$ cat config.mk
export PLATFORM = sky130hd
export DESIGN_NAME = log_block_ack_nack_receiver_core
export DESIGN_NICKNAME = d
export VERILOG_FILES = /design/src/rtl/core/lbr_pkg.sv /design/src/rtl/core/lbr_map_mem.sv /design/src/rtl/core/lbr_bit_unit.sv /design/src/rtl/core/log_block_ack_nack_receiver_core.sv
export SDC_FILE = /design/constraint.sdc
export NUM_CORES = 2
export LEC_CHECK = 0
export BUFFER_PORTS_ARGS = -buffer_cell sky130_fd_sc_hd__clkbuf_2
export CAP_MARGIN = 10
export CORE_ASPECT_RATIO = 1.75
export CORE_MARGIN = 5
export CORE_UTILIZATION = 48
export CTS_CLUSTER_DIAMETER = 150
export DETAILED_ROUTE_END_ITERATION = 6
export GPL_TIMING_DRIVEN = 1
export PLACE_DENSITY = 0.64
export SLEW_MARGIN = 25
export SYNTH_ARGS = -nofsm -noshare
export SYNTH_HDL_FRONTEND = slang
export SYNTH_HIERARCHICAL = 1
export SYNTH_SLANG_ARGS = --single-unit
$ cat constraint.sdc
create_clock -name aclk -period 24.1 [get_ports aclk]
set_input_delay 1.205 -clock aclk [delete_from_list [all_inputs] [get_ports aclk]]
set_output_delay 1.205 -clock aclk [all_outputs]
set_load 0.01 [all_outputs]
$ cat src/rtl/core/lbr_pkg.sv
// ---------------------------------------------------------------------------
// lbr_pkg
// shared constants, codes and types of the log-block ack/nack receiver
// ---------------------------------------------------------------------------
package lbr_pkg;

    // block map geometry
    localparam int MAP_DEPTH   = 1024;
    localparam int MASK_WIDTH  = 32;
    localparam int BLOCK_BYTES = 200;
    localparam int STOP_REPEAT = 3;

    localparam int MAP_IDX_W = $clog2(MAP_DEPTH);
    localparam int BIT_W     = $clog2(MASK_WIDTH);
    localparam int ROWS      = (MAP_DEPTH + MASK_WIDTH - 1) / MASK_WIDTH;
    localparam int ROW_W     = (ROWS > 1) ? $clog2(ROWS) : 1;

    // port field widths
    localparam int BLK_W   = 32;
    localparam int OFF_W   = 40;
    localparam int MMASK_W = 32;

    // result script: longest fixed sequence is the stop burst plus close
    localparam int SCR_DEPTH = STOP_REPEAT + 1;
    localparam int SCR_IW    = $clog2(SCR_DEPTH);
    localparam int SCR_LW    = $clog2(SCR_DEPTH + 1);

    typedef enum logic [2:0] {
        REQ_DATA    = 3'd0,
        REQ_NACK    = 3'd1,
        REQ_POLL    = 3'd2,
        REQ_START   = 3'd3,
        REQ_STOP    = 3'd4,
        REQ_CONNECT = 3'd5
    } req_t;

    typedef enum logic [2:0] {
        ACT_ACK    = 3'd0,
        ACT_NACK   = 3'd1,
        ACT_STOP   = 3'd2,
        ACT_START  = 3'd3,
        ACT_OPEN   = 3'd4,
        ACT_CLOSE  = 3'd5,
        ACT_WRITE  = 3'd6,
        ACT_STATUS = 3'd7
    } action_t;

    typedef enum logic [2:0] {
        ST_IDLE,
        ST_DATA_WR,
        ST_SCRIPT,
        ST_NACK,
        ST_NACK_END
    } state_t;

    typedef enum logic {
        BOP_SET,
        BOP_MISS
    } bit_op_t;

    typedef struct packed {
        logic                  rd;
        logic                  wr;
        logic                  clr;
        logic [ROW_W-1:0]      rd_row;
        logic [ROW_W-1:0]      wr_row;
        logic [MASK_WIDTH-1:0] wdata;
    } map_req_t;

endpackage

$ cat src/rtl/core/lbr_map_mem.sv
// ---------------------------------------------------------------------------
// lbr_map_mem
// received-block bitmap, one row per mask window, with row valid bits
// ---------------------------------------------------------------------------
module lbr_map_mem
    import lbr_pkg::*;
(
    input  logic                  aclk,
    input  logic                  aresetn,
    input  map_req_t              req,
    output logic [MASK_WIDTH-1:0] rdata
);

    logic [MASK_WIDTH-1:0] mem [ROWS];
    logic [ROWS-1:0]       row_vld_reg;
    logic [MASK_WIDTH-1:0] rdata_reg;
    logic                  rvld_reg;

    // row storage, no reset
    always_ff @(posedge aclk) begin
        if (req.wr) begin
            mem[req.wr_row] <= req.wdata;
        end
        if (req.rd) begin
            rdata_reg <= mem[req.rd_row];
        end
    end

    // an invalid row reads as all clear
    always_ff @(posedge aclk) begin
        if (!aresetn) begin
            row_vld_reg <= '0;
            rvld_reg    <= 1'b0;
        end else begin
            if (req.clr) begin
                row_vld_reg <= '0;
            end else if (req.wr) begin
                row_vld_reg[req.wr_row] <= 1'b1;
            end
            if (req.rd) begin
                rvld_reg <= row_vld_reg[req.rd_row];
            end
        end
    end

    assign rdata = rvld_reg ? rdata_reg : '0;

endmodule

$ cat src/rtl/core/lbr_bit_unit.sv
// ---------------------------------------------------------------------------
// lbr_bit_unit
// shared row unit: sets a received bit or forms a window's missing mask
// ---------------------------------------------------------------------------
module lbr_bit_unit
    import lbr_pkg::*;
(
    input  bit_op_t               op,
    input  logic [MASK_WIDTH-1:0] row_data,
    input  logic [ROW_W-1:0]      row_idx,
    input  logic [BIT_W-1:0]      bit_idx,
    input  logic [MAP_IDX_W-1:0]  highest,
    output logic [MASK_WIDTH-1:0] result
);

    logic [ROW_W-1:0]      h_row;
    logic [BIT_W-1:0]      h_bit;
    logic [MASK_WIDTH-1:0] limit;

    assign h_row = highest[MAP_IDX_W-1:BIT_W];
    assign h_bit = highest[BIT_W-1:0];

    // only blocks below the highest recorded one count as missing
    always_comb begin
        if (row_idx < h_row) begin
            limit = '1;
        end else if (row_idx == h_row) begin
            limit = (MASK_WIDTH'(1) << h_bit) - MASK_WIDTH'(1);
        end else begin
            limit = '0;
        end
    end

    always_comb begin
        case (op)
            BOP_SET: begin
                result = row_data | (MASK_WIDTH'(1) << bit_idx);
            end
            BOP_MISS: begin
                result = ~row_data & limit;
            end
            default: begin
                result = '0;
            end
        endcase
    end

endmodule

$ cat src/rtl/core/log_block_ack_nack_receiver_core.sv
// ---------------------------------------------------------------------------
// log_block_ack_nack_receiver_core
// receiver side of a streamed log-block transfer (selective-repeat style)
// ---------------------------------------------------------------------------
// One request is taken at a time; s_tready is high only while the sequencer
// is idle, and results leave through a one-entry output register, so a new
// request can be taken while the last result still waits on m_tready.
// A data block is accepted, updates its bitmap row in ST_DATA_WR (tracked
// blocks only) and then emits its results (up to three) from the script.
// Start, stop and arm-poll requests emit one result per cycle, while the
// output is free, from a short action script (up to four results). A
// nack tick walks the bitmap one 32-block window per cycle, unless a found
// mask waits on the output, from block zero up to the highest recorded
// block, then flushes the final mask. Connect events and ignored requests
// finish in the accept cycle; a stall on m_tready simply holds the sequencer.
// The bitmap is a 32-row memory read and written one row at a time through
// a shared set/mask unit; per-row valid bits clear it at once on reset and
// on log close, so no clearing pass is needed.
// ---------------------------------------------------------------------------
module log_block_ack_nack_receiver_core
    import lbr_pkg::*;
(
    input  logic         aclk,
    input  logic         aresetn,
    // request stream
    input  logic         s_tvalid,
    output logic         s_tready,
    // tdata, low bit up: block_number[31:0], armed_now, link_up,
    // partner_capable, zero fill
    input  logic [39:0]  s_tdata,
    // tuser: req_type[2:0]
    input  logic [2:0]   s_tuser,
    // result stream
    output logic         m_tvalid,
    input  logic         m_tready,
    // tdata, low bit up: block_number_out[31:0], write_offset[39:0],
    // missing_mask[31:0], success, untracked, zero fill
    output logic [111:0] m_tdata,
    // tuser: action[2:0]
    output logic [2:0]   m_tuser,
    output logic         m_tlast,
    // configuration: start_on_connect
    input  logic         cfg_valid,
    output logic         cfg_ready,
    input  logic         cfg_data
);

    // input fields
    logic [BLK_W-1:0] in_blk;
    logic             in_armed;
    logic             in_link;
    logic             in_capable;
    req_t             in_req;

    assign in_blk     = s_tdata[BLK_W-1:0];
    assign in_armed   = s_tdata[BLK_W];
    assign in_link    = s_tdata[BLK_W+1];
    assign in_capable = s_tdata[BLK_W+2];
    assign in_req     = req_t'(s_tuser);

    // sequencer and protocol state
    state_t                state_reg, state_next;
    logic                  stopped_reg, stopped_next;
    logic                  armed_reg, armed_next;
    logic                  open_reg, open_next;
    logic                  any_reg, any_next;
    logic [MAP_IDX_W-1:0]  highest_reg, highest_next;
    logic                  soc_reg, soc_next;
    logic [SCR_IW-1:0]     scr_idx_reg, scr_idx_next;
    logic [SCR_LW-1:0]     scr_len_reg, scr_len_next;
    logic [ROW_W-1:0]      row_reg, row_next;
    logic                  pend_valid_reg, pend_valid_next;
    logic                  m_tvalid_reg, m_tvalid_next;

    // item payload
    action_t               act_q_reg [SCR_DEPTH];
    action_t               act_q_next [SCR_DEPTH];
    logic [BLK_W-1:0]      blk_reg, blk_next;
    logic [OFF_W-1:0]      offset_reg, offset_next;
    logic                  untr_reg, untr_next;
    logic [ROW_W-1:0]      pend_row_reg, pend_row_next;
    logic [MASK_WIDTH-1:0] pend_mask_reg, pend_mask_next;

    // output register
    action_t               out_act_reg, out_act_next;
    logic [BLK_W-1:0]      out_blk_reg, out_blk_next;
    logic [OFF_W-1:0]      out_off_reg, out_off_next;
    logic [MMASK_W-1:0]    out_mask_reg, out_mask_next;
    logic                  out_ok_reg, out_ok_next;
    logic                  out_untr_reg, out_untr_next;
    logic                  out_last_reg, out_last_next;

    // shared units
    map_req_t              map_req;
    logic [MASK_WIDTH-1:0] map_rdata;
    bit_op_t               bu_op;
    logic [ROW_W-1:0]      bu_row;
    logic [MASK_WIDTH-1:0] bu_result;

    logic                  in_acc;
    logic                  out_free;
    logic                  out_load;
    logic                  in_untr;
    logic                  more_rows;
    logic                  nack_go;
    action_t               scr_act;
    logic                  scr_last;

    lbr_map_mem u_map (
        .aclk    (aclk),
        .aresetn (aresetn),
        .req     (map_req),
        .rdata   (map_rdata)
    );

    lbr_bit_unit u_bit (
        .op       (bu_op),
        .row_data (map_rdata),
        .row_idx  (bu_row),
        .bit_idx  (blk_reg[BIT_W-1:0]),
        .highest  (highest_reg),
        .result   (bu_result)
    );

    assign s_tready  = (state_reg == ST_IDLE);
    assign cfg_ready = 1'b1;
    assign in_acc    = s_tvalid && s_tready;
    assign out_free  = !m_tvalid_reg || m_tready;
    assign in_untr   = |in_blk[BLK_W-1:MAP_IDX_W];

    // current script entry
    assign scr_act  = act_q_reg[scr_idx_reg];
    assign scr_last = ((SCR_LW'(scr_idx_reg) + SCR_LW'(1)) == scr_len_reg);

    // window after the current one still starts below the highest block
    assign more_rows = ({1'b0, row_reg + ROW_W'(1), {BIT_W{1'b0}}} <
                        (ROW_W+BIT_W+1)'(highest_reg)) &&
                       (row_reg != ROW_W'(ROWS - 1));

    // a found mask must first push the held one out
    assign nack_go = !((bu_result != '0) && pend_valid_reg && !out_free);

    assign bu_op  = (state_reg == ST_DATA_WR) ? BOP_SET : BOP_MISS;
    assign bu_row = (state_reg == ST_DATA_WR) ? blk_reg[MAP_IDX_W-1:BIT_W] : row_reg;

    always_comb begin
        state_next      = state_reg;
        stopped_next    = stopped_reg;
        armed_next      = armed_reg;
        open_next       = open_reg;
        any_next        = any_reg;
        highest_next    = highest_reg;
        soc_next        = soc_reg;
        scr_idx_next    = scr_idx_reg;
        scr_len_next    = scr_len_reg;
        row_next        = row_reg;
        pend_valid_next = pend_valid_reg;
        act_q_next      = act_q_reg;
        blk_next        = blk_reg;
        offset_next     = offset_reg;
        untr_next       = untr_reg;
        pend_row_next   = pend_row_reg;
        pend_mask_next  = pend_mask_reg;
        out_act_next    = out_act_reg;
        out_blk_next    = out_blk_reg;
        out_off_next    = out_off_reg;
        out_mask_next   = out_mask_reg;
        out_ok_next     = out_ok_reg;
        out_untr_next   = out_untr_reg;
        out_last_next   = out_last_reg;
        out_load        = 1'b0;
        map_req         = '0;

        if (cfg_valid) begin
            soc_next = cfg_data;
        end

        case (state_reg)
            ST_IDLE: begin
                if (in_acc) begin
                    blk_next     = in_blk;
                    offset_next  = {{(OFF_W-BLK_W){1'b0}}, in_blk} * OFF_W'(BLOCK_BYTES);
                    untr_next    = in_untr;
                    scr_idx_next = '0;
                    case (in_req)
                        REQ_DATA: begin
                            if (stopped_reg) begin
                                act_q_next[0] = ACT_STOP;
                                scr_len_next  = SCR_LW'(1);
                                state_next    = ST_SCRIPT;
                            end else if (open_reg || (in_blk == '0)) begin
                                open_next = 1'b1;
                                if (!open_reg) begin
                                    act_q_next[0] = ACT_OPEN;
                                    act_q_next[1] = ACT_WRITE;
                                    act_q_next[2] = ACT_ACK;
                                    scr_len_next  = SCR_LW'(3);
                                end else begin
                                    act_q_next[0] = ACT_WRITE;
                                    act_q_next[1] = ACT_ACK;
                                    scr_len_next  = SCR_LW'(2);
                                end
                                if (!in_untr) begin
                                    map_req.rd     = 1'b1;
                                    map_req.rd_row = in_blk[MAP_IDX_W-1:BIT_W];
                                    state_next     = ST_DATA_WR;
                                end else begin
                                    state_next = ST_SCRIPT;
                                end
                            end
                        end
                        REQ_NACK: begin
                            if (!stopped_reg && any_reg && (highest_reg != '0)) begin
                                row_next       = '0;
                                map_req.rd     = 1'b1;
                                map_req.rd_row = '0;
                                state_next     = ST_NACK;
                            end
                        end
                        REQ_POLL: begin
                            if (!stopped_reg && (in_armed != armed_reg)) begin
                                armed_next = in_armed;
                                state_next = ST_SCRIPT;
                                if (!in_armed) begin
                                    for (int k = 0; k < STOP_REPEAT; k++) begin
                                        act_q_next[k] = ACT_STOP;
                                    end
                                    act_q_next[STOP_REPEAT] = ACT_CLOSE;
                                    scr_len_next = SCR_LW'(STOP_REPEAT + 1);
                                    open_next    = 1'b0;
                                    map_req.clr  = 1'b1;
                                    any_next     = 1'b0;
                                    highest_next = '0;
                                end else begin
                                    act_q_next[0] = ACT_OPEN;
                                    act_q_next[1] = ACT_START;
                                    scr_len_next  = SCR_LW'(2);
                                    open_next     = 1'b1;
                                end
                            end
                        end
                        REQ_START: begin
                            act_q_next[0] = ACT_START;
                            act_q_next[1] = ACT_OPEN;
                            act_q_next[2] = ACT_STATUS;
                            scr_len_next  = SCR_LW'(3);
                            open_next     = 1'b1;
                            stopped_next  = 1'b0;
                            state_next    = ST_SCRIPT;
                        end
                        REQ_STOP: begin
                            act_q_next[0] = ACT_STOP;
                            act_q_next[1] = ACT_CLOSE;
                            act_q_next[2] = ACT_STATUS;
                            scr_len_next  = SCR_LW'(3);
                            open_next     = 1'b0;
                            map_req.clr   = 1'b1;
                            any_next      = 1'b0;
                            highest_next  = '0;
                            stopped_next  = 1'b1;
                            state_next    = ST_SCRIPT;
                        end
                        REQ_CONNECT: begin
                            if (in_link && soc_reg && in_capable) begin
                                armed_next   = in_armed;
                                stopped_next = 1'b0;
                            end
                        end
                        default: begin
                        end
                    endcase
                end
            end

            // read-modify-write of the block's bitmap row
            ST_DATA_WR: begin
                map_req.wr     = 1'b1;
                map_req.wr_row = blk_reg[MAP_IDX_W-1:BIT_W];
                map_req.wdata  = bu_result;
                if (!any_reg || (blk_reg[MAP_IDX_W-1:0] > highest_reg)) begin
                    highest_next = blk_reg[MAP_IDX_W-1:0];
                end
                any_next   = 1'b1;
                state_next = ST_SCRIPT;
            end

            // one scripted result per transfer slot
            ST_SCRIPT: begin
                if (out_free) begin
                    out_load      = 1'b1;
                    out_act_next  = scr_act;
                    out_blk_next  = ((scr_act == ACT_WRITE) || (scr_act == ACT_ACK)) ?
                                    blk_reg : '0;
                    out_off_next  = (scr_act == ACT_WRITE) ? offset_reg : '0;
                    out_mask_next = '0;
                    out_ok_next   = (scr_act == ACT_STATUS);
                    out_untr_next = ((scr_act == ACT_WRITE) || (scr_act == ACT_ACK)) &&
                                    untr_reg;
                    out_last_next = scr_last;
                    scr_idx_next  = scr_idx_reg + SCR_IW'(1);
                    if (scr_last) begin
                        state_next = ST_IDLE;
                    end
                end
            end

            // window sweep, one row per cycle unless a found mask waits on the output;
            // one mask is held back so the final one can carry tlast
            ST_NACK: begin
                if (nack_go) begin
                    if (bu_result != '0) begin
                        if (pend_valid_reg) begin
                            out_load      = 1'b1;
                            out_act_next  = ACT_NACK;
                            out_blk_next  = BLK_W'({pend_row_reg, {BIT_W{1'b0}}});
                            out_off_next  = '0;
                            out_mask_next = MMASK_W'(pend_mask_reg);
                            out_ok_next   = 1'b0;
                            out_untr_next = 1'b0;
                            out_last_next = 1'b0;
                        end
                        pend_valid_next = 1'b1;
                        pend_row_next   = row_reg;
                        pend_mask_next  = bu_result;
                    end
                    if (more_rows) begin
                        row_next       = row_reg + ROW_W'(1);
                        map_req.rd     = 1'b1;
                        map_req.rd_row = row_reg + ROW_W'(1);
                    end else begin
                        state_next = ST_NACK_END;
                    end
                end
            end

            ST_NACK_END: begin
                if (!pend_valid_reg) begin
                    state_next = ST_IDLE;
                end else if (out_free) begin
                    out_load        = 1'b1;
                    out_act_next    = ACT_NACK;
                    out_blk_next    = BLK_W'({pend_row_reg, {BIT_W{1'b0}}});
                    out_off_next    = '0;
                    out_mask_next   = MMASK_W'(pend_mask_reg);
                    out_ok_next     = 1'b0;
                    out_untr_next   = 1'b0;
                    out_last_next   = 1'b1;
                    pend_valid_next = 1'b0;
                    state_next      = ST_IDLE;
                end
            end

            default: begin
                state_next = ST_IDLE;
            end
        endcase

        // output valid: set on load, dropped once the transfer completes
        if (out_load) begin
            m_tvalid_next = 1'b1;
        end else if (m_tready) begin
            m_tvalid_next = 1'b0;
        end else begin
            m_tvalid_next = m_tvalid_reg;
        end
    end

    // control state
    always_ff @(posedge aclk) begin
        if (!aresetn) begin
            state_reg      <= ST_IDLE;
            stopped_reg    <= 1'b1;
            armed_reg      <= 1'b0;
            open_reg       <= 1'b0;
            any_reg        <= 1'b0;
            highest_reg    <= '0;
            soc_reg        <= 1'b1;
            scr_idx_reg    <= '0;
            scr_len_reg    <= '0;
            row_reg        <= '0;
            pend_valid_reg <= 1'b0;
            m_tvalid_reg   <= 1'b0;
        end else begin
            state_reg      <= state_next;
            stopped_reg    <= stopped_next;
            armed_reg      <= armed_next;
            open_reg       <= open_next;
            any_reg        <= any_next;
            highest_reg    <= highest_next;
            soc_reg        <= soc_next;
            scr_idx_reg    <= scr_idx_next;
            scr_len_reg    <= scr_len_next;
            row_reg        <= row_next;
            pend_valid_reg <= pend_valid_next;
            m_tvalid_reg   <= m_tvalid_next;
        end
    end

    // payload, no reset
    always_ff @(posedge aclk) begin
        act_q_reg     <= act_q_next;
        blk_reg       <= blk_next;
        offset_reg    <= offset_next;
        untr_reg      <= untr_next;
        pend_row_reg  <= pend_row_next;
        pend_mask_reg <= pend_mask_next;
        out_act_reg   <= out_act_next;
        out_blk_reg   <= out_blk_next;
        out_off_reg   <= out_off_next;
        out_mask_reg  <= out_mask_next;
        out_ok_reg    <= out_ok_next;
        out_untr_reg  <= out_untr_next;
        out_last_reg  <= out_last_next;
    end

    assign m_tvalid = m_tvalid_reg;
    assign m_tuser  = out_act_reg;
    assign m_tlast  = out_last_reg;
    assign m_tdata  = {6'b0, out_untr_reg, out_ok_reg, out_mask_reg, out_off_reg, out_blk_reg};

    // a waiting result is never overwritten
    a_no_overwrite: assert property (@(posedge aclk) disable iff (!aresetn)
        out_load |-> out_free)
        else $error("result loaded while previous transfer pending");

    // nack results only carry windows with a missing block
    a_nack_nonzero: assert property (@(posedge aclk) disable iff (!aresetn)
        (m_tvalid_reg && (out_act_reg == ACT_NACK)) |-> (out_mask_reg != '0))
        else $error("empty nack mask sent");

    // the held mask lives only inside a nack sweep
    a_pend_scope: assert property (@(posedge aclk) disable iff (!aresetn)
        pend_valid_reg |-> ((state_reg == ST_NACK) || (state_reg == ST_NACK_END)))
        else $error("held nack mask outside sweep");

    // a nonzero highest block implies something was recorded
    a_highest_any: assert property (@(posedge aclk) disable iff (!aresetn)
        (highest_reg != '0) |-> any_reg)
        else $error("highest block set with empty map");

    // a stop request always leaves the receiver stopped with the log closed
    a_stop_flags: assert property (@(posedge aclk) disable iff (!aresetn)
        (in_acc && (in_req == REQ_STOP)) |=> (stopped_reg && !open_reg && !any_reg))
        else $error("stop request did not stop the receiver");

endmodule

==> impl_metrics.tcl <==
set metrics [dict create \
    status "complete, no violations" \
    async_flop_share_pct 0 \
    cts.sinks 1338 \
    postSynthAreaPerCell_um2 18.0 \
    track_usage_pct 23.2 \
    firstDrtPassIters 6 \
    synth-seq-cells 1338 \
    yosys_most_used_dff "edfxtp_1" \
    port_buffers 152 \
    grt_pass1_wl_mm 214 \
    antenna_found_initial 5 \
    r2r_cells 20 \
    critPathArrivalTime_ns 9.58 \
    clock_skew_ns 0.0351 \
    clockBufferDepth 3 \
    start_util_pct 48.3 \
    ys_types 92 \
    layout_setup_ws_ns 14.98 \
    syn_inst 3173 \
    core_um2 118000 \
    dpl_worst_slack_ns 15.21 \
    syn_area_um2 57100 \
    cts_resized 0 \
    worst-setup-path-type "register to register" \
    synth-seq-area-share_pct 69.3 \
    tns_ns 0 \
    power.density_nw_per_um2 76.1 \
    drtIter0Drc 2919 \
    rsz0062_at_grt "no" \
    synth-edff-count 1275 \
    p_leak_nw 24.0 \
    ctsHoldBuffers 0 \
    crit_path_cell_trace "buf_4 -> nand2_2 -> buf_4 -> a21o_1 -> ha_1 -> nand3_2 -> o21bai_2 -> buf_4 -> a22oi_1 -> o22ai_1 -> nor4_1 -> nand4_1 -> o21ai_0 -> and3_1 -> a22o_4 -> buf_4 -> buf_12 -> mux4_2 -> mux4_2 -> mux2_2" \
    timing.final.crit_share_pct 37.9 \
    finalCriticalPeriod_ns 9.12 \
    required_ns 24.55 \
    final_hold_viol_count 0 \
    area_growth_pct 11.6 \
    nNetsFinal 3568 \
    grt-ovfl-total 0 \
    clk_pin_slew_ns 0.06 \
    cts_root_buffer "clkbuf_16" \
    setup_viol 0 \
    max_freq_ghz 0.110 \
    ant_nets 0 \
    dieArea_um2 126000 \
    slew_headroom_pct 30.4 \
    critPathLaunchType "register" \
    end_kind "register" \
    rows 167 \
    h-tree-depth 3 \
    worst_hold_path_type "register to register" \
    cp_max_fo 152 \
    drc 0 \
    die_w_um 271 \
    grt_max_degree 153 \
    post-cts-setup-buffers 0 \
    via_per_inst 6.17 \
    place_congestion 0.916 \
    chipHeight_um 466 \
    io_pins 168 \
    synth.yosys.warnings 6 \
    min_path_cells 1 \
    slew_viol_final 0 \
    grt_pass1_vias 31558 \
    drive_above_1_share_pct 24.6 \
    numCtsBuffers 113 \
    vias 30637 \
    dp_hpwl_mm 88.8 \
    cpPeakStageDelay_ns 0.80 \
    routedWlPerCell_um 29.8 \
    cap_violations 0 \
    largest_reg_flops 1024 \
    max-vdd-ir-drop_mv 0.0639 \
    cp_common_cell "buf_4" \
    worstMarginPinSlew_ns 1.04 \
    clock_latency_ns 0.74 \
    cts_tree "built" \
    slowest_stage "nor4_1" \
    drt_wl_total_mm 148 \
]
[worst paths after layout]
check,from,to,slack [ns]
min reg2reg,u_map/row_vld_reg[20],u_map/row_vld_reg[20],0.46
min,u_map/row_vld_reg[20],u_map/row_vld_reg[20],0.46
max,state_reg[0],u_map/rdata_reg[10],14.98
max reg2reg,state_reg[0],u_map/rdata_reg[10],14.98
[metrics by stage]
stage / hold WS [ns] / total power, mW / instances / area, µm² / utilization [%]
after global routing: 0.486 / 5.01 / 4966 / 63700 / 53.8
after CTS: 0.467 / 4.88 / 4962 / 63600 / 53.8
after global placement: 0.447 / 3.07 / 4746 / 59700 / 50.5
final: 0.464 / 4.85 / 4968 / 63700 / 53.8
after floorplan: 0.440 / 2.94 / 3181 / 57100 / -
after detailed placement: 0.452 / 3.08 / 4754 / 59900 / 50.7
[critical path: cells and delay by family (launching register included)]
kind / cells / cell delay [ns]
adders and majority gates: 1 / 0.32
and+or+nand+nor: 5 / 2.01
DFF: 1 / 0.31
buffers and inverters: 5 / 2.45
muxes: 3 / 1.25
AOI/OAI and AO/OA: 6 / 2.15
[synthesized netlist by cell type (6+ instances only)]
cell,instances,area (µm²)
a21o_1,33,248
a2bb2oi_1,7,61.3
a31oi_1,7,43.8
nor3_1,18,90.1
nand3_1,27,135
a22oi_1,18,135
clkbuf_1,103,387
a211oi_1,11,82.6
o22ai_1,21,131
o21ai_0,36,180
o21a_1,38,285
inv_1,145,544
nor4_1,15,93.8
a21boi_0,8,60.1
edfxtp_1,1275,38300
buf_6,13,146
fa_1,27,541
mux2i_1,27,270
o21bai_1,6,45.0
nand2b_1,36,225
buf_1,8,30.0
nor2b_1,10,62.6
mux4_2,320,7210
nand3b_1,9,67.6
buf_2,31,155
o211ai_1,19,143
xor2_1,12,105
nor2_1,100,375
nand2_1,89,334
and3_1,47,294
ha_1,141,1760
buf_4,16,120
a21oi_1,100,500
nand4_1,13,81.3
xnor2_1,24,210
and2_1,136,851
a32oi_1,8,70.1
a22o_1,8,70.1
mux2_2,34,383
dfxtp_1,63,1260
[metal layers]
layer	part of all wire [%]	GRT usage, %	vias up	routed length, µm
met5	0	0	-	0
li1	-	-	12961	-
met3	6.1	3.02	350	9090
met1	35	26.8	16006	51300
met2	54	43.4	1320	80200
met4	5.0	9.92	0	7340
[final cells by class]
class                           count  area (µm²)
Sequential cell                  1338       39500
Clock inverter                     67         632
Clock buffer                      141        3020
Antenna cell                        3        7.51
Inverter                          149         566
Tap cell                         1521        1900
Timing Repair Buffer              226        1490
Fill cell                        9199       54600
Multi-Input combinational cell   1523       16500
[cell families after synthesis]
kind of cell,after synthesis,share of synthesized area (%)
AOI/OAI and AO/OA,376,4.52
xor gates and xnor gates,36,0.553
adders and majority gates,168,4.04
buffers and inverters,320,2.46
DFF,1338,69.3
muxes,381,13.8
other,2,0.0132
and+or+nand+nor,552,5.34
[cells in the final DEF (no fill, tap or decap), types with 10 or more instances in the layout]
master	netlist	final
and3_1	47	24
dfxtp_1	63	63
nand2_1	89	86
xnor2_1	24	24
and2_1	136	136
nor2_4	0	34
clkbuf_2	0	152
clkbuf_16	0	113
ha_1	141	141
nand2b_1	36	35
o21a_1	38	38
a22oi_1	18	18
a21oi_1	100	100
o21ai_0	36	36
a21o_1	33	33
xor2_1	12	12
a211oi_1	11	11
nor3_1	18	18
inv_1	145	145
clkbuf_1	103	19
buf_4	16	60
fa_1	27	27
mux2_2	34	34
mux2i_1	27	27
nor4_1	15	15
and3_2	0	23
clkinv_2	1	24
nand4_1	13	13
o211ai_1	19	19
nor2_1	100	64
conb_1	2	10
clkinv_1	2	22
mux4_2	320	320
nand3_1	27	27
edfxtp_1	1275	1275
o22ai_1	21	21
[where the power goes]
group | internal [mW] | switching [mW]
clock | 0.988 | 0.828
combinational | 0.148 | 0.267
sequential | 2.60 | 0.0196
Note: power is estimated with default switching activity, not from simulation.
